===== src/dh_forward_kinematics_core_defines.svh =====
// Assertion macros used by the core file to check this block.
`ifndef DH_FORWARD_KINEMATICS_CORE_DEFINES_SVH
`define DH_FORWARD_KINEMATICS_CORE_DEFINES_SVH

// The consequent must hold in the same cycle as the antecedent.
`define DHFK_ASSERT_IMPLIES(label, clk, rst_n, ante, cons, msg) \
  label: assert property (@(posedge clk) disable iff (!rst_n) (ante) |-> (cons)) \
    else $error(msg);

// The consequent must hold in the cycle after the antecedent.
`define DHFK_ASSERT_NEXT(label, clk, rst_n, ante, cons, msg) \
  label: assert property (@(posedge clk) disable iff (!rst_n) (ante) |=> (cons)) \
    else $error(msg);

`endif


===== src/dhfk_pkg.sv =====
`timescale 1ns / 1ps
package dhfk_pkg;

  localparam int DHFK_NUM_LINKS      = 8;
  localparam int DHFK_TRIG_FRAC_BITS = 14;

  localparam int IDX_W     = 3;
  localparam int FIELD_W   = 16;
  localparam int POS_OUT_W = 20;
  localparam int POS_W     = 26;

  localparam int FULL_TURN    = 23040;
  localparam int QUARTER_TURN = 5760;
  localparam int ANG_W        = 18;
  localparam int RED_W        = 15;
  localparam int QR_W         = 13;

  localparam logic [18:0] RAD_PER_UNIT_Q30 = 19'd292818;
  localparam logic [30:0] ONE_Q30          = 31'h4000_0000;

  localparam int MUL_A_W = 32;
  localparam int MUL_B_W = 33;
  localparam int MUL_P_W = 65;

  localparam logic OP_WRITE = 1'b0;
  localparam logic OP_QUERY = 1'b1;

  localparam logic signed [POS_W-1:0] POS_SAT_HI = POS_W'((1 << (POS_OUT_W - 1)) - 1);
  localparam logic signed [POS_W-1:0] POS_SAT_LO = POS_W'(-(1 << (POS_OUT_W - 1)));

  typedef struct packed {
    logic signed [FIELD_W-1:0] length_a;
    logic signed [FIELD_W-1:0] twist_alpha;
    logic signed [FIELD_W-1:0] offset_d;
    logic signed [FIELD_W-1:0] angle_theta;
  } link_t;

  typedef struct packed {
    logic start;
    logic want_cos;
  } sin_req_t;

  typedef struct packed {
    logic start;
    logic clear;
  } mac_req_t;

  // Reciprocals for exact division of a 32-bit value by 110, 72, 42, 20 and 6.
  function automatic logic [MUL_B_W-1:0] recip_mult(input logic [2:0] idx);
    logic [MUL_B_W-1:0] m;
    case (idx)
      3'd0:    m = 33'd4997780127;
      3'd1:    m = 33'd7635497416;
      3'd2:    m = 33'd6544712071;
      3'd3:    m = 33'd6871947674;
      3'd4:    m = 33'd5726623062;
      default: m = '0;
    endcase
    return m;
  endfunction

  function automatic logic [5:0] recip_shift(input logic [2:0] idx);
    logic [5:0] s;
    case (idx)
      3'd0:    s = 6'd39;
      3'd1:    s = 6'd39;
      3'd2:    s = 6'd38;
      3'd3:    s = 6'd37;
      3'd4:    s = 6'd35;
      default: s = 6'd39;
    endcase
    return s;
  endfunction

endpackage


===== src/dhfk_link_mem.sv =====
`timescale 1ns / 1ps
module dhfk_link_mem import dhfk_pkg::*; #(
  parameter int NUM_LINKS = DHFK_NUM_LINKS,
  parameter int IDXW      = (NUM_LINKS > 1) ? $clog2(NUM_LINKS) : 1
) (
  input  logic            clk_i,
  input  logic            rst_ni,
  input  logic            wr_en_i,
  input  logic [IDXW-1:0] wr_addr_i,
  input  link_t           wr_data_i,
  input  logic            rd_en_i,
  input  logic [IDXW-1:0] rd_addr_i,
  output link_t           rd_data_o
);

  link_t                mem_q [NUM_LINKS];
  logic [NUM_LINKS-1:0] vld_q;
  link_t                rd_data_q;
  logic                 rd_vld_q;

  always_ff @(posedge clk_i) begin
    if (wr_en_i) begin
      mem_q[wr_addr_i] <= wr_data_i;
    end
    if (rd_en_i) begin
      rd_data_q <= mem_q[rd_addr_i];
    end
  end

  always_ff @(posedge clk_i or negedge rst_ni) begin
    if (!rst_ni) begin
      vld_q    <= '0;
      rd_vld_q <= 1'b0;
    end else begin
      if (wr_en_i) begin
        vld_q[wr_addr_i] <= 1'b1;
      end
      if (rd_en_i) begin
        rd_vld_q <= vld_q[rd_addr_i];
      end
    end
  end

  // An entry never written reads as the cleared value.
  assign rd_data_o = rd_vld_q ? rd_data_q : '0;

endmodule


===== config.mk =====
export PLATFORM = sky130hd
export DESIGN_NAME = dhfk_link_mem
export DESIGN_NICKNAME = d
export VERILOG_FILES = /design/src/dh_forward_kinematics_core_defines.svh /design/src/dhfk_pkg.sv /design/src/dhfk_link_mem.sv
export SDC_FILE = /design/constraint.sdc
export NUM_CORES = 1
export LEC_CHECK = 0
export ABC_AREA = 1
export BUFFER_PORTS_ARGS = -buffer_cell sky130_fd_sc_hd__buf_4
export CORE_ASPECT_RATIO = 2
export CORE_MARGIN = 2
export CORE_UTILIZATION = 40
export DETAILED_ROUTE_END_ITERATION = 7
export PLACE_DENSITY = 0.58
export SETUP_SLACK_MARGIN = 0.15
export SYNTH_ARGS = -nofsm -noshare
export SYNTH_HDL_FRONTEND = slang
export SYNTH_SLANG_ARGS = --single-unit

===== constraint.sdc =====
create_clock -name clk_i -period 1.4 [get_ports clk_i]
set_input_delay 0 -clock clk_i [delete_from_list [all_inputs] [get_ports clk_i]]
set_output_delay 0 -clock clk_i [all_outputs]
set_load 0.01 [all_outputs]

# Word level (Yosys, flattened, before mapping)
# Memories as Yosys holds them, arrays and structs flattened. A register that Yosys moved wholly into a read port is not among the register bits.
# Cells that the tools add are included.
[classes] n_lt_le_gt_ge=3 bitwise_logic=1 muxes=7 reduce_logical=1
[op_table] cell="two-way mux 64 bit" count=1
[op_table] cell="< comparator 3 x 4 -> 1 bit, second input constant" count=2
[op_table] cell="bitwise OR 8 bit" count=1
[op_table] cell="two-way mux 1 bit" count=4
[op_table] cell="binary-select mux 1 bit (select 3 bit)" count=1
[op_table] cell="demux 1 bit (select 3 bit)" count=1
[op_table] cell="greater-or-equal comparator 3 x 1 -> 1 bit, second input constant" count=1
[op_table] cell="logical AND 1 bit" count=1
[totals] out_inout_bits=64 mem_count=1 mem_bits_rw=512 ff_bits=9
[mem_list] name="mem_q" depth=8 width=64 read_ports=1 rd_clocked_by_memory_dff=1 wr=1 line="dhfk_link_mem.sv:16" rtl="link_t mem_q [NUM_LINKS];"

# Depth between registers and ports, before layout
[logic_depth] word_depth=5 mapped_depth=10 mapped_depth_nobuf=6

# Least setup slack after synthesis
# OpenSTA, ideal clock, no wires.
[synth_timing] path_type="input-to-reg" start="input wr_addr_i[0]" end="memory mem_q[0][0] (netlist bit) (enable)" setup_time_ns=0.486 cell_stages=3 n_path_buf=0 t_arrival_ns=2.868 setup_slack_ns=-1.954 path_cell_list="inv_1 -> nand2_1 -> nor2_1"
[synth_rtl] element="from (decl)" line="dhfk_link_mem.sv:9" rtl="input logic [IDXW-1:0] wr_addr_i,"
[synth_rtl] element="to (decl)" line="dhfk_link_mem.sv:16"
# Straight into the memory's write port.

==> reports/qor.csv <==
metric,value,unit
status,finished with violations,
failed_checks,negative setup slack,
synth_top_family_by_area,simple AND/OR/NAND/NOR gates,
hold_violations,0,
dpl_worst_slack,27.5,ps
rsz0062_at_grt,yes,
htree_num_levels,2,
die_w,172,um
io_pins,138,
tightestPinTransition,531,ps
max_cap_violations,0,
wirelength,55900,um
p_int,28.9,mW
synth-compound-area-share,9.01,%
overflow,0,
clockRootBuffer,clkbuf_16,
arrival,1640,ps
setup_ws,-242,ps
syn2layout_area_growth,22.6,%
drt_iter0_markers,1173,
grt_pass1_wl,83700,um
io_buffers,137,
synth-simple-area-share,10.1,%
dr.pass1.iters,5,
insertion_delay,590,ps
p_sw_share,22.0,%
final_core_util,49.5,%
power_frac_comb,8.1,%
die_height,341,um
ys_ff_latch,585,
crit_type,register to output port,
ant_nets,0,
clockPowerShare,37.6,%
grt_pass1_vias,14300,
avgSynthCellArea,12.8,um2
synth_area_leaders,"edfxtp_1, o21ai_0, nor2_1",
wl_per_cell,20.1,um
yosys.area.top_type,edfxtp_1,
grtUsageMet1,23.7,%
synth_ff_type,edfxtp_1,
synth_edf_count,576,
synth.top_cell.area_share,76.3,%
fmax,0.609,GHz
p_seq_share,54.2,%
yosysMostFrequentCell,edfxtp_1,
cts_tree,done,
leakage,10.1,nW
cts_buffers,49,
whs,17.6,ps
synth_xor_area_share,0,%
syn_nets,1843,
fill_cells,4897,
row_count,123,
seq_area_frac_synth,77.3,%
worstPathRequired,1400,ps
nets,2065,
synthMuxAreaShare,0,%
syn_inst,1769,
hpwl,31300,um
vdd_ir_drop_max,0.000786,V
use_met2,33.7,%
worst_setup_path_start_kind,register,
fin_skew,19.2,ps
synth_common_cells,"edfxtp_1, nor2_1, nand2_1, o21ai_0, inv_1",
critPathMaxFanout,35,
syn_area,22700,um2
post_cts_buffers,0,
yosys_warnings,0,
maxSlewViolCount,0,
ys_types,17,
viasPerCell,5.13,
stdcell_count,2783,
core-area,56200,um2
dp.cells,2614,
slew_headroom,64.6,%
grt_max_degree,117,
cts.sinks,585,
synth_fa_ha_area_share,0,%
antenna_found_initial,2,
num_vias,14300,
drc_errors,0,
initial_core_util,40.4,%
finalSetupViolCount,64,
hold_class,input port to register,
fin_crit_sh,117,%
dieArea,58700,um2
layout-drive-gt1-share,15.0,%
tns,-10970,ps
grt_usage,18.8,%
gp_congestion,0.746,
finalCriticalPeriod,1640,ps
met3_usage,2.10,%
p_switching,8.17,mW
busiest_layer,met2,
power_density,1330,nW/um2
path_clk_slew,60,ps
end_kind,output port,
synthArstFlopShare,1.54,%
cts_buffer_depth,3,
[flip-flops by register name, indices dropped and copies added (netlist names)]
| name | cells |
|---|---|
| mem_q | 512 |
| rd_data_q | 64 |
| rd_vld_q | 1 |
| vld_q | 8 |
[stage by stage]
stage	total power [mW]	area (um2)
final	37.1	27800
after global routing	38.3	27800
after CTS	37.4	27700
after detailed placement	23.3	25400
after global placement	23.2	25400
after floorplan	21.9	22900
[power by group through the flow]
stage | clock network, mW | registers [mW] | logic [mW]
floorplan | 0 | 20.4 | 1.42
global placement | 0 | 20.5 | 2.77
detailed placement | 0 | 20.5 | 2.83
CTS | 14.2 | 20.1 | 3.03
global route | 14.8 | 20.2 | 3.34
finish | 13.9 | 20.1 | 3.02
[per-layer routing]
layer,part of all wire (%),vias up
met5,0,-
met4,2.5,0
met3,4.3,76
met2,52,354
met1,41,7170
li1,-,6678
[path summary, 6_finish.rpt]
kind / from / to / slack, ps / cells after the start
worst max-delay path: rd_vld_q$_DFFE_PN0P_ / rd_data_o[44] / -240 / 4
worst min-delay path: rd_addr_i[0] / rd_data_q[1]$_DFFE_PP_ / 20 / 5
worst max register to register: mem_q[4][48]$_DFFE_PP_ / rd_data_q[48]$_DFFE_PP_ / 320 / 6
worst min register to register: vld_q[6]$_DFFE_PN0P_ / vld_q[6]$_DFFE_PN0P_ / 460 / 2
max in group asynchronous: rst_ni / rd_vld_q$_DFFE_PN0P_ / 640 / 3
min in group asynchronous: rst_ni / vld_q[2]$_DFFE_PN0P_ / 430 / 3
[final cells by class]
type / instances / area, um2 / area share [%]
Inverter: 79 / 354 / 1.27
Timing Repair Buffer: 277 / 2880 / 10.4
Multi-Input combinational cell: 999 / 4480 / 16.1
Clock buffer: 60 / 1280 / 4.60
Tap cell: 750 / 938 / 3.38
Antenna cell: 2 / 5.00 / 0.0180
Clock inverter: 31 / 333 / 1.20
Sequential cell: 585 / 17500 / 63.1
[kinds of logic after synthesis]
logic type,count (synthesis)
flops,585
simple gates,607
compound gates,392
buf+inv,185
[worst max-delay path: stages (launching register included)]
cell and delay, ps:
dfrtp_4 510, buf_16 200, nand2_1 150, inv_1 50
buf_4 140
[placed cells by master (no fill, tap or decap)]
cell type	count
inv_8	1
bufinv_16	7
dfrtp_4	1
clkbuf_8	2
inv_2	10
nor2_1	320
o21ai_0	262
buf_16	3
nand2_2	1
nand3_1	7
clkinv_2	11
clkbuf_16	51
inv_16	3
o22ai_1	64
inv_1	64
buf_8	2
diode_2	2
nand2_4	1
nand2_1	265
inv_6	3
edfxtp_1	576
o21ai_1	66
clkbuf_1	10
dlygate4sd3_1	74
nor2_4	8
nand2_8	5
clkinv_1	10
buf_4	155
clkinv_4	1
buf_12	40
dfrtp_1	8
[timing repair]
item	in CTS	in global routing
setup endpoints to repair	64	96
cloned	0	2
resized for setup	7	10
hold buffers	74	0
hold endpoints to repair	565	0
pin swaps	0	2
No activity file was read; power rests on OpenSTA's default activity.
