==> config.mk <==
export PLATFORM = sky130hd
export DESIGN_NAME = dhfk_chain_mac
export DESIGN_NICKNAME = d
export VERILOG_FILES = /design/src/dh_forward_kinematics_core_defines.svh /design/src/dhfk_pkg.sv /design/src/dhfk_chain_mac.sv
export SDC_FILE = /design/constraint.sdc
export NUM_CORES = 2
export LEC_CHECK = 0
export BUFFER_PORTS_ARGS = -buffer_cell sky130_fd_sc_hd__buf_4
export CAP_MARGIN = 20
export CORE_ASPECT_RATIO = 1.1
export CORE_MARGIN = 4
export CORE_UTILIZATION = 30
export CTS_BUF_LIST = sky130_fd_sc_hd__clkbuf_8 sky130_fd_sc_hd__clkbuf_16
export DETAILED_ROUTE_END_ITERATION = 16
export SLEW_MARGIN = 25
export SYNTH_ARGS = -nofsm -noshare
export SYNTH_HDL_FRONTEND = slang
export SYNTH_SLANG_ARGS = --single-unit
==> constraint.sdc <==
create_clock -name clk_i -period 33.2 [get_ports clk_i]
set_input_delay 1.66 -clock clk_i [delete_from_list [all_inputs] [get_ports clk_i]]
set_output_delay 1.66 -clock clk_i [all_outputs]
set_load 0.005 [all_outputs]
==> src/dh_forward_kinematics_core_defines.svh <==
// Assertion macros used by the core file to check this block.
`ifndef DH_FORWARD_KINEMATICS_CORE_DEFINES_SVH
`define DH_FORWARD_KINEMATICS_CORE_DEFINES_SVH

// The consequent must hold in the same cycle as the antecedent.
`define DHFK_ASSERT_IMPLIES(label, clk, rst_n, ante, cons, msg) \
  label: assert property (@(posedge clk) disable iff (!rst_n) (ante) |-> (cons)) \
    else $error(msg);

// The consequent must hold in the cycle after the antecedent.
`define DHFK_ASSERT_NEXT(label, clk, rst_n, ante, cons, msg) \
  label: assert property (@(posedge clk) disable iff (!rst_n) (ante) |=> (cons)) \
    else $error(msg);

`endif

==> src/dhfk_pkg.sv <==
`timescale 1ns / 1ps
package dhfk_pkg;

  localparam int DHFK_NUM_LINKS      = 8;
  localparam int DHFK_TRIG_FRAC_BITS = 14;

  localparam int IDX_W     = 3;
  localparam int FIELD_W   = 16;
  localparam int POS_OUT_W = 20;
  localparam int POS_W     = 26;

  localparam int FULL_TURN    = 23040;
  localparam int QUARTER_TURN = 5760;
  localparam int ANG_W        = 18;
  localparam int RED_W        = 15;
  localparam int QR_W         = 13;

  localparam logic [18:0] RAD_PER_UNIT_Q30 = 19'd292818;
  localparam logic [30:0] ONE_Q30          = 31'h4000_0000;

  localparam int MUL_A_W = 32;
  localparam int MUL_B_W = 33;
  localparam int MUL_P_W = 65;

  localparam logic OP_WRITE = 1'b0;
  localparam logic OP_QUERY = 1'b1;

  localparam logic signed [POS_W-1:0] POS_SAT_HI = POS_W'((1 << (POS_OUT_W - 1)) - 1);
  localparam logic signed [POS_W-1:0] POS_SAT_LO = POS_W'(-(1 << (POS_OUT_W - 1)));

  typedef struct packed {
    logic signed [FIELD_W-1:0] length_a;
    logic signed [FIELD_W-1:0] twist_alpha;
    logic signed [FIELD_W-1:0] offset_d;
    logic signed [FIELD_W-1:0] angle_theta;
  } link_t;

  typedef struct packed {
    logic start;
    logic want_cos;
  } sin_req_t;

  typedef struct packed {
    logic start;
    logic clear;
  } mac_req_t;

  // Reciprocals for exact division of a 32-bit value by 110, 72, 42, 20 and 6.
  function automatic logic [MUL_B_W-1:0] recip_mult(input logic [2:0] idx);
    logic [MUL_B_W-1:0] m;
    case (idx)
      3'd0:    m = 33'd4997780127;
      3'd1:    m = 33'd7635497416;
      3'd2:    m = 33'd6544712071;
      3'd3:    m = 33'd6871947674;
      3'd4:    m = 33'd5726623062;
      default: m = '0;
    endcase
    return m;
  endfunction

  function automatic logic [5:0] recip_shift(input logic [2:0] idx);
    logic [5:0] s;
    case (idx)
      3'd0:    s = 6'd39;
      3'd1:    s = 6'd39;
      3'd2:    s = 6'd38;
      3'd3:    s = 6'd37;
      3'd4:    s = 6'd35;
      default: s = 6'd39;
    endcase
    return s;
  endfunction

endpackage

==> src/dhfk_chain_mac.sv <==
`timescale 1ns / 1ps
module dhfk_chain_mac import dhfk_pkg::*; #(
  parameter int TRIG_FRAC_BITS = DHFK_TRIG_FRAC_BITS
) (
  input  logic                             clk_i,
  input  logic                             rst_ni,
  input  mac_req_t                         req_i,
  input  logic signed [TRIG_FRAC_BITS+2:0] ct_i,
  input  logic signed [TRIG_FRAC_BITS+2:0] st_i,
  input  logic signed [TRIG_FRAC_BITS+2:0] ca_i,
  input  logic signed [TRIG_FRAC_BITS+2:0] sa_i,
  input  logic signed [FIELD_W-1:0]        len_i,
  input  logic signed [FIELD_W-1:0]        off_i,
  output logic                             done_o,
  output logic signed [POS_W-1:0]          pos_x_o,
  output logic signed [POS_W-1:0]          pos_y_o,
  output logic signed [POS_W-1:0]          pos_z_o
);

  localparam int TW  = TRIG_FRAC_BITS + 3;
  localparam int OPW = (TW > FIELD_W + 2) ? TW : FIELD_W + 2;
  localparam int PRW = 2 * OPW;
  localparam int ACW = PRW + 2;
  localparam logic signed [TW-1:0] ONE = {2'b00, 1'b1, {TRIG_FRAC_BITS{1'b0}}};

  logic signed [TW-1:0]    rot_q [3][3];
  logic signed [TW-1:0]    tmp0_q, tmp1_q;
  logic signed [TW-1:0]    lr01_q, lr02_q, lr11_q, lr12_q;
  logic signed [OPW-1:0]   lp0_q, lp1_q;
  logic signed [POS_W-1:0] pos_q [3];

  logic       run_q, inl_q;
  logic [2:0] l_q;
  logic [1:0] r_q, g_q, k_q;

  logic              pv_q, pf_q, pl_q, pinl_q;
  logic [2:0]        pidx_q;
  logic [1:0]        pr_q, pg_q;
  logic signed [PRW-1:0] prod_q;
  logic signed [ACW-1:0] acc_q;
  logic              done_q;

  logic signed [OPW-1:0] op_a, op_b;
  logic signed [ACW-1:0] acc_sum, rnd;

  function automatic logic signed [ACW-1:0] round_frac(input logic signed [ACW-1:0] v);
    logic [ACW-1:0] mag;
    logic [ACW-1:0] half;
    half = ACW'(1) << (TRIG_FRAC_BITS - 1);
    mag  = v[ACW-1] ? -v : v;
    mag  = (mag + half) >> TRIG_FRAC_BITS;
    return v[ACW-1] ? -$signed(mag) : $signed(mag);
  endfunction

  always_comb begin
    if (inl_q) begin
      case (l_q)
        3'd0: begin op_a = OPW'(len_i); op_b = OPW'(ct_i); end
        3'd1: begin op_a = OPW'(len_i); op_b = OPW'(st_i); end
        3'd2: begin op_a = OPW'(st_i);  op_b = OPW'(ca_i); end
        3'd3: begin op_a = OPW'(st_i);  op_b = OPW'(sa_i); end
        3'd4: begin op_a = OPW'(ct_i);  op_b = OPW'(ca_i); end
        default: begin op_a = OPW'(ct_i); op_b = OPW'(sa_i); end
      endcase
    end else begin
      op_a = OPW'(rot_q[r_q][k_q]);
      case ({g_q, k_q})
        4'b00_00: op_b = lp0_q;
        4'b00_01: op_b = lp1_q;
        4'b00_10: op_b = OPW'(off_i);
        4'b01_00: op_b = OPW'(ct_i);
        4'b01_01: op_b = OPW'(st_i);
        4'b10_00: op_b = OPW'(lr01_q);
        4'b10_01: op_b = OPW'(lr11_q);
        4'b10_10: op_b = OPW'(sa_i);
        4'b11_00: op_b = OPW'(lr02_q);
        4'b11_01: op_b = OPW'(lr12_q);
        4'b11_10: op_b = OPW'(ca_i);
        default:  op_b = '0;
      endcase
    end
    acc_sum = (pf_q ? ACW'(0) : acc_q) + ACW'(prod_q);
    rnd     = round_frac(acc_sum);
  end

  always_ff @(posedge clk_i or negedge rst_ni) begin
    if (!rst_ni) begin
      run_q  <= 1'b0;
      inl_q  <= 1'b0;
      l_q    <= '0;
      r_q    <= '0;
      g_q    <= '0;
      k_q    <= '0;
      pv_q   <= 1'b0;
      done_q <= 1'b0;
    end else begin
      pv_q   <= run_q;
      done_q <= pv_q && pl_q && !pinl_q && (pr_q == 2'd2) && (pg_q == 2'd3);
      if (req_i.start) begin
        run_q <= 1'b1;
        inl_q <= 1'b1;
        l_q   <= '0;
      end else if (run_q) begin
        if (inl_q) begin
          if (l_q == 3'd5) begin
            inl_q <= 1'b0;
            r_q   <= '0;
            g_q   <= '0;
            k_q   <= '0;
          end else begin
            l_q <= l_q + 3'd1;
          end
        end else if (k_q == 2'd2) begin
          k_q <= '0;
          if (g_q == 2'd3) begin
            g_q <= '0;
            if (r_q == 2'd2) begin
              run_q <= 1'b0;
            end else begin
              r_q <= r_q + 2'd1;
            end
          end else begin
            g_q <= g_q + 2'd1;
          end
        end else begin
          k_q <= k_q + 2'd1;
        end
      end
    end
  end

  always_ff @(posedge clk_i) begin
    prod_q <= op_a * op_b;
    pf_q   <= inl_q || (k_q == 2'd0);
    pl_q   <= inl_q || (k_q == 2'd2);
    pinl_q <= inl_q;
    pidx_q <= l_q;
    pr_q   <= r_q;
    pg_q   <= g_q;
    if (pv_q) begin
      acc_q <= acc_sum;
    end
    if (req_i.clear) begin
      for (int r = 0; r < 3; r++) begin
        pos_q[r] <= '0;
        for (int c = 0; c < 3; c++) begin
          rot_q[r][c] <= (r == c) ? ONE : '0;
        end
      end
    end else if (pv_q && pl_q) begin
      if (pinl_q) begin
        case (pidx_q)
          3'd0:    lp0_q  <= OPW'(rnd);
          3'd1:    lp1_q  <= OPW'(rnd);
          3'd2:    lr01_q <= -TW'(rnd);
          3'd3:    lr02_q <= TW'(rnd);
          3'd4:    lr11_q <= TW'(rnd);
          default: lr12_q <= -TW'(rnd);
        endcase
      end else begin
        case (pg_q)
          2'd0: pos_q[pr_q] <= pos_q[pr_q] + POS_W'(rnd);
          2'd1: tmp0_q <= TW'(rnd);
          2'd2: tmp1_q <= TW'(rnd);
          default: begin
            rot_q[pr_q][0] <= tmp0_q;
            rot_q[pr_q][1] <= tmp1_q;
            rot_q[pr_q][2] <= TW'(rnd);
          end
        endcase
      end
    end
  end

  assign done_o  = done_q;
  assign pos_x_o = pos_q[0];
  assign pos_y_o = pos_q[1];
  assign pos_z_o = pos_q[2];

endmodule

# After elaboration in Yosys (flattened, before gate mapping)
# Memories as Yosys holds them, arrays and structs flattened. A register that Yosys moved wholly into a read port is not among the register bits.
# Cells that the tools add are included.
op_classes:
  add_sub_neg: 10
  mul: 1
  magnitude_cmp: 1
  n_eq_ne: 29
  mux: 53
  n_bitwise: 5
  reduce_logical: 35
ops:
  columns: ["operator", "n"]
  rows:
  - ["18-bit case mux with 11 select lines", 1]
  - ["38-bit 2-to-1 mux", 2]
  - ["18-bit case mux with 3 select lines", 1]
  - ["26-bit 2-to-1 mux", 2]
  - ["51-bit 2-to-1 mux", 1]
  - ["51-bit OR reduction", 1]
  - ["38-bit by 14-bit adder with 38-bit output (second input constant)", 1]
  - ["38-bit by 36-bit adder with 38-bit output", 1]
  - ["38-bit negation", 1]
  - ["18-bit by 18-bit multiplier with 36-bit output", 1]
  - ["18-bit 2-to-1 mux", 2]
  - ["18-bit case mux with 2 select lines", 1]
  - ["4-bit AND reduction", 9]
  - ["17-bit binary-select mux with 2-bit select", 1]
  - ["17-bit 2-to-1 mux", 2]
  - ["26-bit adder", 1]
  - ["24-bit negation with 26-bit output", 1]
  - ["26-bit OR reduction", 1]
  - ["4-bit == test (second input constant)", 6]
  - ["1-bit 2-to-1 mux", 24]
  - ["2-bit 2-to-1 mux", 12]
  - ["17-bit negation", 1]
  - ["2-bit == test (second input constant)", 6]
  - ["3-bit by 2-bit == test with 1-bit output (second input constant)", 4]
  - ["other kinds (26)", 51]
word_totals:
  reg_bits: 235
  ram_bits: 231
  input_bits: 104
  out_inout_bits: 79
  memories: 2
memory_table:
  columns: ["name", "depth", "width", "read_ports", "rd_clocked_by_memory_dff", "write_ports", "line", "text"]
  rows:
  - ["rot_q", 3, 51, 1, 0, 3, "dhfk_chain_mac.sv:26", "logic signed [TW-1:0] rot_q [3][3];"]
  - ["pos_q", 3, 26, 4, 1, 3, "dhfk_chain_mac.sv:30", "logic signed [POS_W-1:0] pos_q [3];"]

# Longest topological paths before layout
depth:
  word_depth: 9
  mapped_depth: 45
  mapped_depth_nobuf: 38

# Worst setup path after synthesis
# OpenSTA, ideal clock, no wires.
synth_timing:
  kind: "reg2reg"
  startpoint: "reg pf_q"
  endpoint: "mem pos_q[0][25] (data pin)"
  setup_time_ns: 0.130
  arrival_time_ns: 10.498
  t_required_ns: 33.070
  path_slack_ns: 22.572
  stages_incl_launch_ff: 42
  path_buffers: 7
  period_less_slack_ns: 10.628
  path_cell_list: "dfxtp_1 -> clkbuf_1 -> clkbuf_1 -> nor2b_1 -> ha_1 -> and3_1 -> and2_1 -> a221o_1 -> a32oi_1 -> o21ai_1 -> a21bo_2 -> a21oi_2 -> clkbuf_1 -> clkbuf_1 -> clkbuf_1 -> clkbuf_1 -> buf_1 -> nor2_1 -> (+6 left out) -> a32oi_1 -> xnor2_1 -> nand4b_1 -> or3_1 -> mux2i_1 -> o31ai_1 -> nand2_1 -> ha_1 -> a2111oi_0 -> nor3_1 -> a211o_1 -> a31o_2 -> o41ai_1 -> o21a_1 -> o21ai_0 -> or2_2 -> a2111o_1 -> nand2_1"
synth_lines:
  columns: ["item", "line", "text"]
  rows:
  - ["start: declaration", "dhfk_chain_mac.sv:36", "logic pv_q, pf_q, pl_q, pinl_q;"]
  - ["start signal: assignment", "dhfk_chain_mac.sv:134", "pf_q <= inl_q || (k_q == 2'd0);"]
  - ["end: declaration", "dhfk_chain_mac.sv:30", null]

==> impl_metrics.py <==
metrics = {
    "status": {
        "status": "finished, final reports clean",
    },
    "sta": {
        "setup_violations": 0,
        "period_share_pct": 33.3,
        "slew_viol_final": 0,
        "skew_ns": 0.0251,
        "fmax_ghz": 0.0905,
        "hold_viol_final": 0,
        "max_slew_margin_pct": 30.1,
        "post-route-min-period_ns": 11.05,
        "rsz0062_at_grt": "no",
        "setup_tns_ns": 0,
        "tightest_slew_ns": 1.05,
    },
    "final_layout": {
        "layout_commonest_cell": "edfxtp_1",
        "nets": 4420,
        "area_growth_pct": 14.6,
        "final_cell_mix": "484 x edfxtp_1, 437 x inv_1, 334 x nand2_1, 320 x fa_1, 281 x nor2_1",
        "drive_gt1_share_pct": 13.5,
    },
    "floorplanning": {
        "core-area_um2": 133000,
        "die_x_um": 357,
        "ioPinCount": 183,
        "initial_core_util_pct": 30.2,
        "die_height_um": 391,
        "dieArea_um2": 140000,
        "rows": 140,
    },
    "setup_path": {
        "critPathLaunchType": "register",
        "max_stage_delay_ns": 0.58,
        "critPathMaxFanout": 54,
        "critPathSlowestCell": "nand2_1",
        "cp_common_cell": "ha_1",
        "ff2ff_setup_slack_ns": 22.15,
        "arrival_ns": 11.57,
        "rr_endpoint": "pos_q[0][25]",
        "r2r-start": "pf_q",
        "worstPathRequired_ns": 33.72,
        "reg2regPathDepth": 36,
        "crit_path_end_kind": "register",
        "crit_type": "reg -> reg",
    },
    "grt": {
        "grt_antenna_before_repair": 5,
        "grt_max_degree": 62,
        "grt_pass1_vias": 29841,
        "grt_pass1_wl_um": 187000,
        "grtUsageTotal_pct": 17.3,
        "gr-total-overflow": 0,
    },
    "synth": {
        "synth_seq_cells": 543,
        "synth_cells": 3665,
        "synth_flop_cell": "edfxtp_1",
        "synth-edff-count": 484,
        "yosysWarnings": 0,
        "syn_nets": 4256,
        "synth_cell_types": 101,
        "synth.yosys.seq_area_share_pct": 39.4,
        "syn_area_um2": 40100,
        "synth_async_sr_flop_share_pct": 2.39,
        "synth.avg_cell_area_um2": 10.9,
    },
    "routing": {
        "vias": 29381,
        "vias_per_cell": 5.19,
        "drc": 0,
        "drtIter0Drc": 3047,
        "ant_nets": 0,
        "wl_per_cell_um": 21.5,
        "wl_um": 122000,
        "firstDrtPassIters": 8,
    },
    "clock_network": {
        "post_cts_resized": 0,
        "cts-buffers-inserted": 60,
        "cts_tree": "built",
        "cts_root_buffer": "clkbuf_16",
        "postCtsSetupRepairBufs": 0,
        "clk_latency_ns": 0.65,
        "h-tree-depth": 2,
        "clk_pin_slew_ns": 0.06,
        "ctsHoldBuffers": 0,
        "clock-sinks": 543,
        "clk_path_buf_depth": 3,
    },
    "flow_run": {
        "drv_cap": 0,
    },
    "place": {
        "place_congestion": 0.880,
        "dpl.hpwl_um": 90300,
        "port_buffers": 182,
    },
    "min_path": {
        "worstHoldStart": "l_q[0]",
        "hold_depth": 0,
        "whs_endpoint": "pidx_q[0]",
        "hold_class": "reg -> reg",
    },
}
layer usage:
layer  part of all wire (%)  vias to the layer above  GRT usage, %
met5                      0                        -             0
met4                    2.2                        0          3.97
met3                    9.3                      155          4.01
met2                     45                     1180          27.5
met1                     43                    14859          24.1
li1                       -                    13187             -
critical path, delay by kind of cell, from the launching register on:
family | cells | cell delay, ns
AOI/OAI and AO/OA | 15 | 4.63
xor gates and xnor gates | 2 | 0.40
adders and majority gates | 3 | 1.09
buffers and inverters | 3 | 0.99
DFF | 1 | 0.31
muxes | 2 | 0.37
and+or+nand+nor | 11 | 3.11
cells in the mapped netlist, types with 63 or more instances:
cell type | n | area [µm²]
and3_1 | 104 | 651
nor2b_1 | 119 | 744
and2_1 | 86 | 538
xnor2_1 | 94 | 823
nand2_1 | 334 | 1250
fa_1 | 320 | 6410
inv_1 | 428 | 1610
a21oi_1 | 108 | 541
nor3_1 | 63 | 315
nor2_1 | 283 | 1060
edfxtp_1 | 484 | 14500
ha_1 | 167 | 2090
mux4_2 | 77 | 1730
clkbuf_1 | 149 | 559
logic make-up after synthesis:
group / after synthesis / share of synthesized area (%)
mux: 111 / 5.18
flops: 543 / 39.4
buf+inv: 602 / 5.69
simple gates: 1214 / 15.1
fa+ha+maj: 487 / 21.2
xor+xnor: 137 / 3.07
compound gates: 571 / 10.4
flip-flops by register name, indices dropped and copies added, names as in the netlist, 2 cells and up:
register  flops
rot_q       204
pos_q       104
acc_q        38
prod_q       36
lp0_q        18
lp1_q        18
lr01_q       17
lr02_q       17
lr11_q       17
lr12_q       17
tmp0_q       17
tmp1_q       17
l_q           3
pidx_q        3
g_q           2
k_q           2
pg_q          2
pr_q          2
r_q           2
metrics by stage:
stage          instances  hold WS (ns)  setup slack, ns  util (%)  area [µm²]
4_1_cts             5654         0.447            22.02      34.6       45900
2_1_floorplan       3665         0.345            22.57         -       40100
3_5_place_dp        5541         0.432            22.13      33.0       43800
5_1_grt             5655         0.463            21.28      34.6       45900
3_3_place_gp        5539         0.412            22.36      33.0       43800
6_report            5656         0.442            22.15      34.6       45900
area by class of cell:
class / count / area (µm²)
Sequential cell: 543 / 15800
Fill cell: 13235 / 86700
Clock buffer: 60 / 1500
Tap cell: 1775 / 2220
Inverter: 433 / 1630
Timing Repair Buffer: 271 / 2040
Antenna cell: 1 / 2.50
Clock inverter: 53 / 606
Multi-Input combinational cell: 2520 / 22200
how the worst max path moves through the flow:
stage	start	endpoint	slack [ns]	cells past startpoint
floorplan	pf_q	pos_q[0][25]	22.57	41
global placement	pf_q	pos_q[0][25]	22.36	37
detailed placement	pf_q	pos_q[0][25]	22.13	36
CTS	pf_q	pos_q[2][25]	22.02	36
global route	pf_q	pos_q[2][25]	21.28	37
finish	pf_q	pos_q[0][25]	22.15	36
Power is left out: the tool's default activity adds up to more than one toggle a clock period on the data nets, which glitch-free logic cannot reach.
