### config.mk
export PLATFORM = sky130hd
export DESIGN_NAME = dhfk_sine_unit
export DESIGN_NICKNAME = d
export VERILOG_FILES = /design/src/dh_forward_kinematics_core_defines.svh /design/src/dhfk_pkg.sv /design/src/dhfk_sine_unit.sv
export SDC_FILE = /design/constraint.sdc
export NUM_CORES = 2
export LEC_CHECK = 0
export BUFFER_PORTS_ARGS = -buffer_cell sky130_fd_sc_hd__buf_2
export CORE_ASPECT_RATIO = 0.9
export CORE_UTILIZATION = 40
export DETAILED_ROUTE_END_ITERATION = 8
export GPL_ROUTABILITY_DRIVEN = 0
export PLACE_DENSITY = 0.67
export SKIP_CTS_REPAIR_TIMING = 1
export SYNTH_ARGS = -nofsm -noshare
export SYNTH_HDL_FRONTEND = slang
export SYNTH_SLANG_ARGS = --single-unit
### constraint.sdc
create_clock -name clk_i -period 16.95 [get_ports clk_i]
set_input_delay 1.695 -clock clk_i [delete_from_list [all_inputs] [get_ports clk_i]]
set_output_delay 1.695 -clock clk_i [all_outputs]
set_load 0.01 [all_outputs]
### src/dh_forward_kinematics_core_defines.svh
// Assertion macros used by the core file to check this block.
`ifndef DH_FORWARD_KINEMATICS_CORE_DEFINES_SVH
`define DH_FORWARD_KINEMATICS_CORE_DEFINES_SVH

// The consequent must hold in the same cycle as the antecedent.
`define DHFK_ASSERT_IMPLIES(label, clk, rst_n, ante, cons, msg) \
  label: assert property (@(posedge clk) disable iff (!rst_n) (ante) |-> (cons)) \
    else $error(msg);

// The consequent must hold in the cycle after the antecedent.
`define DHFK_ASSERT_NEXT(label, clk, rst_n, ante, cons, msg) \
  label: assert property (@(posedge clk) disable iff (!rst_n) (ante) |=> (cons)) \
    else $error(msg);

`endif

### src/dhfk_pkg.sv
`timescale 1ns / 1ps
package dhfk_pkg;

  localparam int DHFK_NUM_LINKS      = 8;
  localparam int DHFK_TRIG_FRAC_BITS = 14;

  localparam int IDX_W     = 3;
  localparam int FIELD_W   = 16;
  localparam int POS_OUT_W = 20;
  localparam int POS_W     = 26;

  localparam int FULL_TURN    = 23040;
  localparam int QUARTER_TURN = 5760;
  localparam int ANG_W        = 18;
  localparam int RED_W        = 15;
  localparam int QR_W         = 13;

  localparam logic [18:0] RAD_PER_UNIT_Q30 = 19'd292818;
  localparam logic [30:0] ONE_Q30          = 31'h4000_0000;

  localparam int MUL_A_W = 32;
  localparam int MUL_B_W = 33;
  localparam int MUL_P_W = 65;

  localparam logic OP_WRITE = 1'b0;
  localparam logic OP_QUERY = 1'b1;

  localparam logic signed [POS_W-1:0] POS_SAT_HI = POS_W'((1 << (POS_OUT_W - 1)) - 1);
  localparam logic signed [POS_W-1:0] POS_SAT_LO = POS_W'(-(1 << (POS_OUT_W - 1)));

  typedef struct packed {
    logic signed [FIELD_W-1:0] length_a;
    logic signed [FIELD_W-1:0] twist_alpha;
    logic signed [FIELD_W-1:0] offset_d;
    logic signed [FIELD_W-1:0] angle_theta;
  } link_t;

  typedef struct packed {
    logic start;
    logic want_cos;
  } sin_req_t;

  typedef struct packed {
    logic start;
    logic clear;
  } mac_req_t;

  // Reciprocals for exact division of a 32-bit value by 110, 72, 42, 20 and 6.
  function automatic logic [MUL_B_W-1:0] recip_mult(input logic [2:0] idx);
    logic [MUL_B_W-1:0] m;
    case (idx)
      3'd0:    m = 33'd4997780127;
      3'd1:    m = 33'd7635497416;
      3'd2:    m = 33'd6544712071;
      3'd3:    m = 33'd6871947674;
      3'd4:    m = 33'd5726623062;
      default: m = '0;
    endcase
    return m;
  endfunction

  function automatic logic [5:0] recip_shift(input logic [2:0] idx);
    logic [5:0] s;
    case (idx)
      3'd0:    s = 6'd39;
      3'd1:    s = 6'd39;
      3'd2:    s = 6'd38;
      3'd3:    s = 6'd37;
      3'd4:    s = 6'd35;
      default: s = 6'd39;
    endcase
    return s;
  endfunction

endpackage

### src/dhfk_sine_unit.sv
`timescale 1ns / 1ps
module dhfk_sine_unit import dhfk_pkg::*; #(
  parameter int TRIG_FRAC_BITS = DHFK_TRIG_FRAC_BITS
) (
  input  logic                             clk_i,
  input  logic                             rst_ni,
  input  sin_req_t                         req_i,
  input  logic signed [FIELD_W-1:0]        angle_i,
  output logic                             done_o,
  output logic signed [TRIG_FRAC_BITS+2:0] value_o
);

  localparam int TW  = TRIG_FRAC_BITS + 3;
  localparam int MW  = TRIG_FRAC_BITS + 2;
  localparam int RSH = 30 - TRIG_FRAC_BITS;
  localparam logic [3:0] PH_LAST_MUL = 4'd11;
  localparam logic [3:0] PH_RESULT   = 4'd12;
  localparam logic signed [ANG_W-1:0] FULL_S    = ANG_W'(FULL_TURN);
  localparam logic signed [ANG_W-1:0] QUARTER_S = ANG_W'(QUARTER_TURN);
  localparam logic [RED_W-1:0] Q1 = RED_W'(QUARTER_TURN);
  localparam logic [RED_W-1:0] Q2 = RED_W'(2 * QUARTER_TURN);
  localparam logic [RED_W-1:0] Q3 = RED_W'(3 * QUARTER_TURN);
  localparam logic [MW-1:0] MAG_LIM = MW'(1) << TRIG_FRAC_BITS;

  logic signed [ANG_W-1:0] u;
  logic [RED_W-1:0]        red;
  logic [RED_W-1:0]        rem_w;
  logic [1:0]              quad;
  logic [QR_W-1:0]         rem;
  logic [QR_W-1:0]         rr_d;

  logic                    busy_q;
  logic [3:0]              ph_q;
  logic [QR_W-1:0]         rr_q;
  logic                    neg_q;
  logic [30:0]             x_q;
  logic [31:0]             x2_q;
  logic [MUL_P_W-1:0]      prod_q;
  logic                    done_q;
  logic signed [TW-1:0]    value_q;

  logic [2:0]              j;
  logic [29:0]             q30;
  logic [30:0]             t_new;
  logic [MUL_A_W-1:0]      mul_a;
  logic [MUL_B_W-1:0]      mul_b;
  logic [31:0]             s_rnd;
  logic [MW-1:0]           mag;

  always_comb begin
    u = ANG_W'(angle_i) + (req_i.want_cos ? QUARTER_S : '0);
    if (u < -FULL_S) begin
      red = RED_W'(u + (FULL_S <<< 1));
    end else if (u < 0) begin
      red = RED_W'(u + FULL_S);
    end else if (u >= FULL_S) begin
      red = RED_W'(u - FULL_S);
    end else begin
      red = RED_W'(u);
    end
    if (red >= Q3) begin
      quad  = 2'd3;
      rem_w = red - Q3;
    end else if (red >= Q2) begin
      quad  = 2'd2;
      rem_w = red - Q2;
    end else if (red >= Q1) begin
      quad  = 2'd1;
      rem_w = red - Q1;
    end else begin
      quad  = 2'd0;
      rem_w = red;
    end
    rem  = QR_W'(rem_w);
    rr_d = quad[0] ? (QR_W'(QUARTER_TURN) - rem) : rem;
  end

  always_comb begin
    j     = 3'(ph_q[3:1] - 3'd1);
    q30   = 30'(prod_q >> recip_shift(j));
    t_new = ONE_Q30 - {1'b0, q30};
    case (ph_q)
      4'd0: begin
        mul_a = MUL_A_W'(rr_q);
        mul_b = MUL_B_W'(RAD_PER_UNIT_Q30);
      end
      4'd1: begin
        mul_a = MUL_A_W'(prod_q[30:0]);
        mul_b = MUL_B_W'(prod_q[30:0]);
      end
      default: begin
        if (ph_q[0]) begin
          mul_a = (ph_q == PH_LAST_MUL) ? MUL_A_W'(x_q) : x2_q;
          mul_b = MUL_B_W'(t_new);
        end else begin
          mul_a = prod_q[61:30];
          mul_b = recip_mult(j);
        end
      end
    endcase
    s_rnd = {1'b0, prod_q[60:30]} + (32'd1 << (RSH - 1));
    mag   = s_rnd[RSH +: MW];
    if (mag > MAG_LIM) begin
      mag = MAG_LIM;
    end
  end

  always_ff @(posedge clk_i or negedge rst_ni) begin
    if (!rst_ni) begin
      busy_q <= 1'b0;
      ph_q   <= '0;
      done_q <= 1'b0;
    end else begin
      done_q <= 1'b0;
      if (req_i.start) begin
        busy_q <= 1'b1;
        ph_q   <= '0;
      end else if (busy_q) begin
        if (ph_q == PH_RESULT) begin
          busy_q <= 1'b0;
          done_q <= 1'b1;
        end else begin
          ph_q <= ph_q + 4'd1;
        end
      end
    end
  end

  always_ff @(posedge clk_i) begin
    if (req_i.start) begin
      rr_q  <= rr_d;
      neg_q <= quad[1];
    end
    if (busy_q) begin
      prod_q <= mul_a * mul_b;
      if (ph_q == 4'd1) begin
        x_q <= prod_q[30:0];
      end
      if (ph_q == 4'd2) begin
        x2_q <= prod_q[61:30];
      end
      if (ph_q == PH_RESULT) begin
        value_q <= neg_q ? -$signed(TW'(mag)) : $signed(TW'(mag));
      end
    end
  end

  assign done_o  = done_q;
  assign value_o = value_q;

endmodule

# After elaboration in Yosys (flattened, before gate mapping)
# Index checks and enable logic that the tools add are counted.
[op_classes] add_sub_neg=13 n_eq_ne=9 mux=29 shifts=1 bitwise=0 multipliers=1 n_lt_le_gt_ge=7 reduce_logical=8 div=0
[ops] op="case mux 33 bit (5 select lines)" n=1
[ops] op="case mux 33 bit (2 select lines)" n=1
[ops] op="multiplier 32 x 33 -> 65 bit" n=1
[ops] op="two-way mux 13 bit" n=5
[ops] op=">> shifter 65 x 6 -> 30 bit" n=1
[ops] op="two-way mux 32 bit" n=2
[ops] op="case mux 32 bit (2 select lines)" n=1
[ops] op="two-way mux 15 bit" n=3
[ops] op="two-way mux 33 bit" n=1
[ops] op="adder 31 x 16 -> 32 bit (second input constant)" n=1
[ops] op="two-way mux 16 bit" n=2
[ops] op="subtractor 31 x 30 -> 31 bit (first input constant)" n=1
[ops] op="adder 15 bit (second input constant)" n=2
[ops] op="adder 16 x 14 -> 17 bit" n=1
[ops] op="greater-or-equal comparator 17 x 16 -> 1 bit (second input constant)" n=1
[ops] op="less-than comparator 17 x 1 -> 1 bit (second input constant)" n=1
[ops] op="less-than comparator 17 x 16 -> 1 bit (second input constant)" n=1
[ops] op="negation 16 -> 17 bit" n=1
[ops] op="greater-than comparator 16 x 15 -> 1 bit (second input constant)" n=1
[ops] op="greater-or-equal comparator 15 x 13 -> 1 bit (second input constant)" n=1
[ops] op="greater-or-equal comparator 15 x 14 -> 1 bit (second input constant)" n=1
[ops] op="greater-or-equal comparator 15 bit (second input constant)" n=1
[ops] op="subtractor 15 bit (second input constant)" n=1
[ops] op="subtractor 13 x 10 -> 13 bit (second input constant)" n=1
[ops] op="20 further kinds" n=35
[word_totals] rom_bits=0 inputBits=20 mem_count=0 ramBits=0 latch_bits=0 ff_bits=165 word_cells=78

# Logic depth before layout (Yosys ltp)
[logic_depth] word_depth=12 ltp_mapped=49 depth_no_buf=44

# Worst setup path before layout
# No wires, ideal clock.
[synth_path] kind="reg2reg" start="register ph_q[1]" end="register prod_q[61], data pin" setup_time_ns=0.264 required_time_ns=16.686 stages_incl_launch_ff=45 path_slack_ns=4.964 period_less_slack_ns=11.986 t_arrival_ns=11.722 path_cell_list="dfrtp_1 > buf_2 > buf_1 > nor2_1 > ha_1 > buf_2 > nor3_2 > buf_2 > mux4_2 > mux2i_1 > nand4_1 > nor4_2 > nand2_1 > nor2_1 > xnor2_1 > a21oi_1 > nor3b_1 > clkbuf_1 > [... 9 more ...] > fa_1 > inv_1 > fa_1 > fa_1 > ha_1 > a21o_1 > a21oi_1 > o21ai_0 > a221o_1 > o21ai_0 > o311ai_1 > a211oi_1 > o21ai_0 > a2111oi_0 > nor2_1 > a41o_1 > a221oi_1 > xnor2_1"
[synth_between] elab_chain_cells=8 word_cells_on_any_way=19 classes_between="2 x add/sub; 1 x mul; 6 x eq/ne; 1 x shift; 7 x mux; 2 x reduce/logical"
[synth_lines] element="start: declaration" line_no="dhfk_sine_unit.sv:33" rtl="logic [3:0] ph_q;"
[synth_lines] element="start signal: assignment" line_no="dhfk_sine_unit.sv:123" rtl="ph_q <= ph_q + 4'd1;"
[synth_lines] element="subtractor 3 x 1 -> 3 bit" line_no="dhfk_sine_unit.sv:79" rtl="j = 3'(ph_q[3:1] - 3'd1);"
[synth_lines] element="== test 3 bit / == test 3 x 2 -> 1 bit (equally long branches)" line_no="dhfk_pkg.sv:51, dhfk_pkg.sv:64"
[synth_lines] element="case mux 3 bit (3 select lines)" line_no="dhfk_pkg.sv:64" rtl="case (idx)"
[synth_lines] element=">> shifter 65 x 6 -> 30 bit" line_no="dhfk_sine_unit.sv:80" rtl="q30 = 30'(prod_q >> recip_shift(j));"
[synth_lines] element="subtractor 31 x 30 -> 31 bit" line_no="dhfk_sine_unit.sv:81" rtl="t_new = ONE_Q30 - {1'b0, q30};"
[synth_lines] element="two-way mux 33 bit" line_no="dhfk_sine_unit.sv:92" rtl="if (ph_q[0]) begin"
[synth_lines] element="case mux 33 bit (2 select lines)" line_no="dhfk_sine_unit.sv:82" rtl="case (ph_q)"
[synth_lines] element="multiplier 32 x 33 -> 65 bit *" line_no="dhfk_sine_unit.sv:135" rtl="prod_q <= mul_a * mul_b;"
[synth_lines] element="end signal: assignment" line_no="dhfk_sine_unit.sv:135"
[synth_lines] element="end: declaration" line_no="dhfk_sine_unit.sv:38" rtl="logic [MUL_P_W-1:0] prod_q;"
# Mark *: on every way between the ends. The rest lies on a longest branch, timed or not.
# A chain may end at the register's enable or synchronous reset.

# Worst setup path in the final report
[layout_path] start="register ph_q[2]" end="register prod_q[61], data pin"
# The elaborated chain is that of the path after synthesis.

==> summary.md <==
| Metric | Value |
|---|---|
| Status | `finished with violations` |
| Failing checks | `max-capacitance violations, max-slew violations` |
| Main area contributors after synthesis | `fa_1 (42%), edfxtp_1 (11%), ha_1 (8.3%)` |
| Reg-to-reg startpoint | `ph_q[2]` |
| Synth-to-Final Area Change | `6.29%` |
| Via count | `35056` |
| Die area | `111000 um2` |
| Post-synth cell types | `94` |
| CTS tree | `built` |
| Starting Density | `0.406` |
| Pin count of the biggest net entering global routing | `71` |
| Root Buffer | `clkbuf_16` |
| Worst Path Max Fanout | `26` |
| Final setup viols | `0` |
| Register bit total from synthesis | `165` |
| DRC viols | `0` |
| Yosys top cell by area | `fa_1` |
| Die Ht | `316 um` |
| Number of port buffers | `37` |
| Row count | `114` |
| Core Region | `108000 um2` |
| I/O pin cnt | `38` |
| Post-synth top cells | `fa_1 (926), inv_1 (912), nor2_1 (751)` |
| Sequential-to-total area share from yosys stat | `0.112` |
| Minimum clock period after layout | `14.52 ns` |
| Synth Cell Area | `43900 um2` |
| Final ANT Viol Nets | `0` |
| Cell with the most instances after synthesis | `fa_1` |
| Synth Flop Type | `edfxtp_1` |
| Clk sinks | `165` |
| Worst hold path class | `reg -> reg` |
| Hold Crit Depth | `0` |
| Worst R2R Path Depth | `35` |
| TritonCTS buffer count | `17` |
| Slowest cell on crit path | `dfrtp_1` |
| Startpoint Class | `register` |
| Clk buf depth | `2` |
| Post-synthesis cell count | `4856` |
| 1st-iter DRT viols | `4024` |
| H-tree depth | `4` |
| Initial antenna violation count | `2` |
| Reg2reg end | `prod_q[61]` |
| Period utilisation layout | `0.857` |
| Maxcap violations | `1` |
| Crit Path Class | `reg -> reg` |
| Post-detail-place hpwl | `113000 um` |
| Fin. Hold Viols | `0` |
| R2R setup slack | `2.43 ns` |
| Hold path start | `prod_q[32]` |
| Post-synth EDFFs | `159` |
| Worst Hold Endpoint | `x2_q[2]` |
| Cell mode on critical path | `fa_1` |
| CP Data Arrival Time | `14.74 ns` |
| Slowest stage delay, CP | `0.88 ns` |
| Sum Neg Setup Slack | `0 ns` |
| RSZ-0062 raised after global routing | `false` |
| Critical path startpoint | `ph_q[2]` |
| Drt via density | `5.63` |
| Filler cells | `10509` |
| DRT Wirelength | `143000 um` |
| Final max-slew violation count | `7` |
| CP Capture Type | `register` |
| Layout cell share with drive strength beyond 1 | `0.0594` |
| WL per Instance | `22.9 um` |
| Die X-Extent | `351 um` |
| Actual slew at the worst max-slew pin | `1.54 ns` |
| Max Clock Freq | `68.9 MHz` |
| CP required | `17.16 ns` |
| Yosys top cell area share | `0.422` |
| Vias in the first global route | `35271` |
| Synth Warn # | `0` |
| Clock latency at the later pin of the worst-skew pair | `0.48 ns` |
| Clock transition at path regs | `0.09 ns` |
| First-pass GRT wire length | `220000 um` |
| Synthesized Nets | `6094` |
| Grt ovf | `0` |
| TritonRoute pass-1 iters | `6` |
| Fraction of registers with async set/reset | `0.0364` |
| Clock skew | `0.0249 ns` |
| Nets | `6006` |
| Syn avg cell area | `9.04 um2` |
| Tot GR Track Use | `0.265` |
| Max_slew headroom | `-0.0347` |
-- stage by stage --
step	hold WS, ns	utilization	worst slack, ns	std cells	instance area, um2
floorplan	0.417	-	4.96	4856	43900
global placement	0.431	0.426	3.17	6199	46000
detailed placement	0.435	0.426	2.89	6199	46000
CTS	0.454	0.431	2.84	6231	46600
global route	0.470	0.431	1.80	6231	46600
finish	0.457	0.431	2.43	6232	46700
-- cell type report --
type	instances	area, um2	share of cell area
Timing Repair Buffer	151	1040	0.0223
Inverter	914	3430	0.0735
Clock inverter	15	210	0.00451
Clock buffer	17	425	0.00912
Tap cell	1450	1810	0.0389
Sequential cell	165	4930	0.106
Antenna cell	1	2.50	0.0000536
Multi-Input combinational cell	3519	34800	0.746
-- worst max-delay path: cells and delay by family, from the launching register on --
family                   cells  cell delay (ns)
XOR/XNOR                     2             0.34
AND/OR/NAND/NOR             11             3.16
multiplexers                 2             0.89
flip-flops                   1             0.88
AO/OA/AOI/OAI                8             3.87
adder cells (fa/ha/maj)     10             4.93
buffers and inverters        2             0.13
-- how the worst max path moves through the flow --
stage                 end  slack [ns]  cells past startpoint
2_1_floorplan  prod_q[61]        4.96                     44
3_3_place_gp   prod_q[61]        3.17                     39
3_5_place_dp   prod_q[61]        2.89                     41
4_1_cts        prod_q[61]        2.84                     41
5_1_grt        prod_q[61]        1.80                     41
6_report       prod_q[61]        2.43                     35
-- registers in the layout, indices dropped and copies added, names as in the netlist --
signal	cells
neg_q	1
x2_q	32
busy_q	1
x_q	31
value_o	17
done_o	1
prod_q	65
rr_q	13
ph_q	4
-- cells in the final DEF (no fill, tap or decap), drive strengths merged, types with 9 or more instances in the layout --
master  netlist  final
a211oi       17     17
edfxtp      159    159
o31ai         9      9
nand3        54     54
or2          10     10
a21oi       148    148
nor2        752    752
nor2b        15     15
a31oi        15     15
o21ai        85     85
clkbuf      202     17
a21boi       10     10
o22ai         9      9
mux4         18     18
fa          926    926
nand4        18     18
o21bai       18     18
and3         29     29
clkinv        1     10
nand2b       45     45
nor4         11     11
a211o        10     10
a22o         14     14
o21a         26     26
a22oi        13     13
xor2         53     53
or3           9      9
and2         21     21
a21o         50     50
xnor2        77     77
o211ai       10     10
inv         913    918
a221oi       18     18
nor3         27     27
mux2i        59     59
a221o        12     12
nand2       561    561
ha          292    292
buf          56    151
-- per-layer routing --
layer / wire length [um] / part of all wire / track usage
met1: 56300 / 0.39 / 0.363
met2: 60500 / 0.42 / 0.390
met3: 18800 / 0.13 / 0.0840
met4: 7350 / 0.051 / 0.107
met5: 0 / 0 / 0
-- cells by family (layout without fill, tap and decap cells) --
| logic type | count (synthesis) | after routing | share of synthesized area |
|---|---|---|---|
| buffers and inverters | 1172 | 1097 | 0.102 |
| DFF | 165 | 165 | 0.112 |
| AOI/OAI and AO/OA | 529 | 529 | 0.0834 |
| muxes | 79 | 79 | 0.0235 |
| adders and majority gates | 1218 | 1218 | 0.506 |
| xor gates and xnor gates | 130 | 130 | 0.0261 |
| other | 0 | 1 | 0 |
| and+or+nand+nor | 1563 | 1563 | 0.147 |
Power is left out: the tool's default activity adds up to more than one toggle a clock period on the data nets, which glitch-free logic cannot reach.
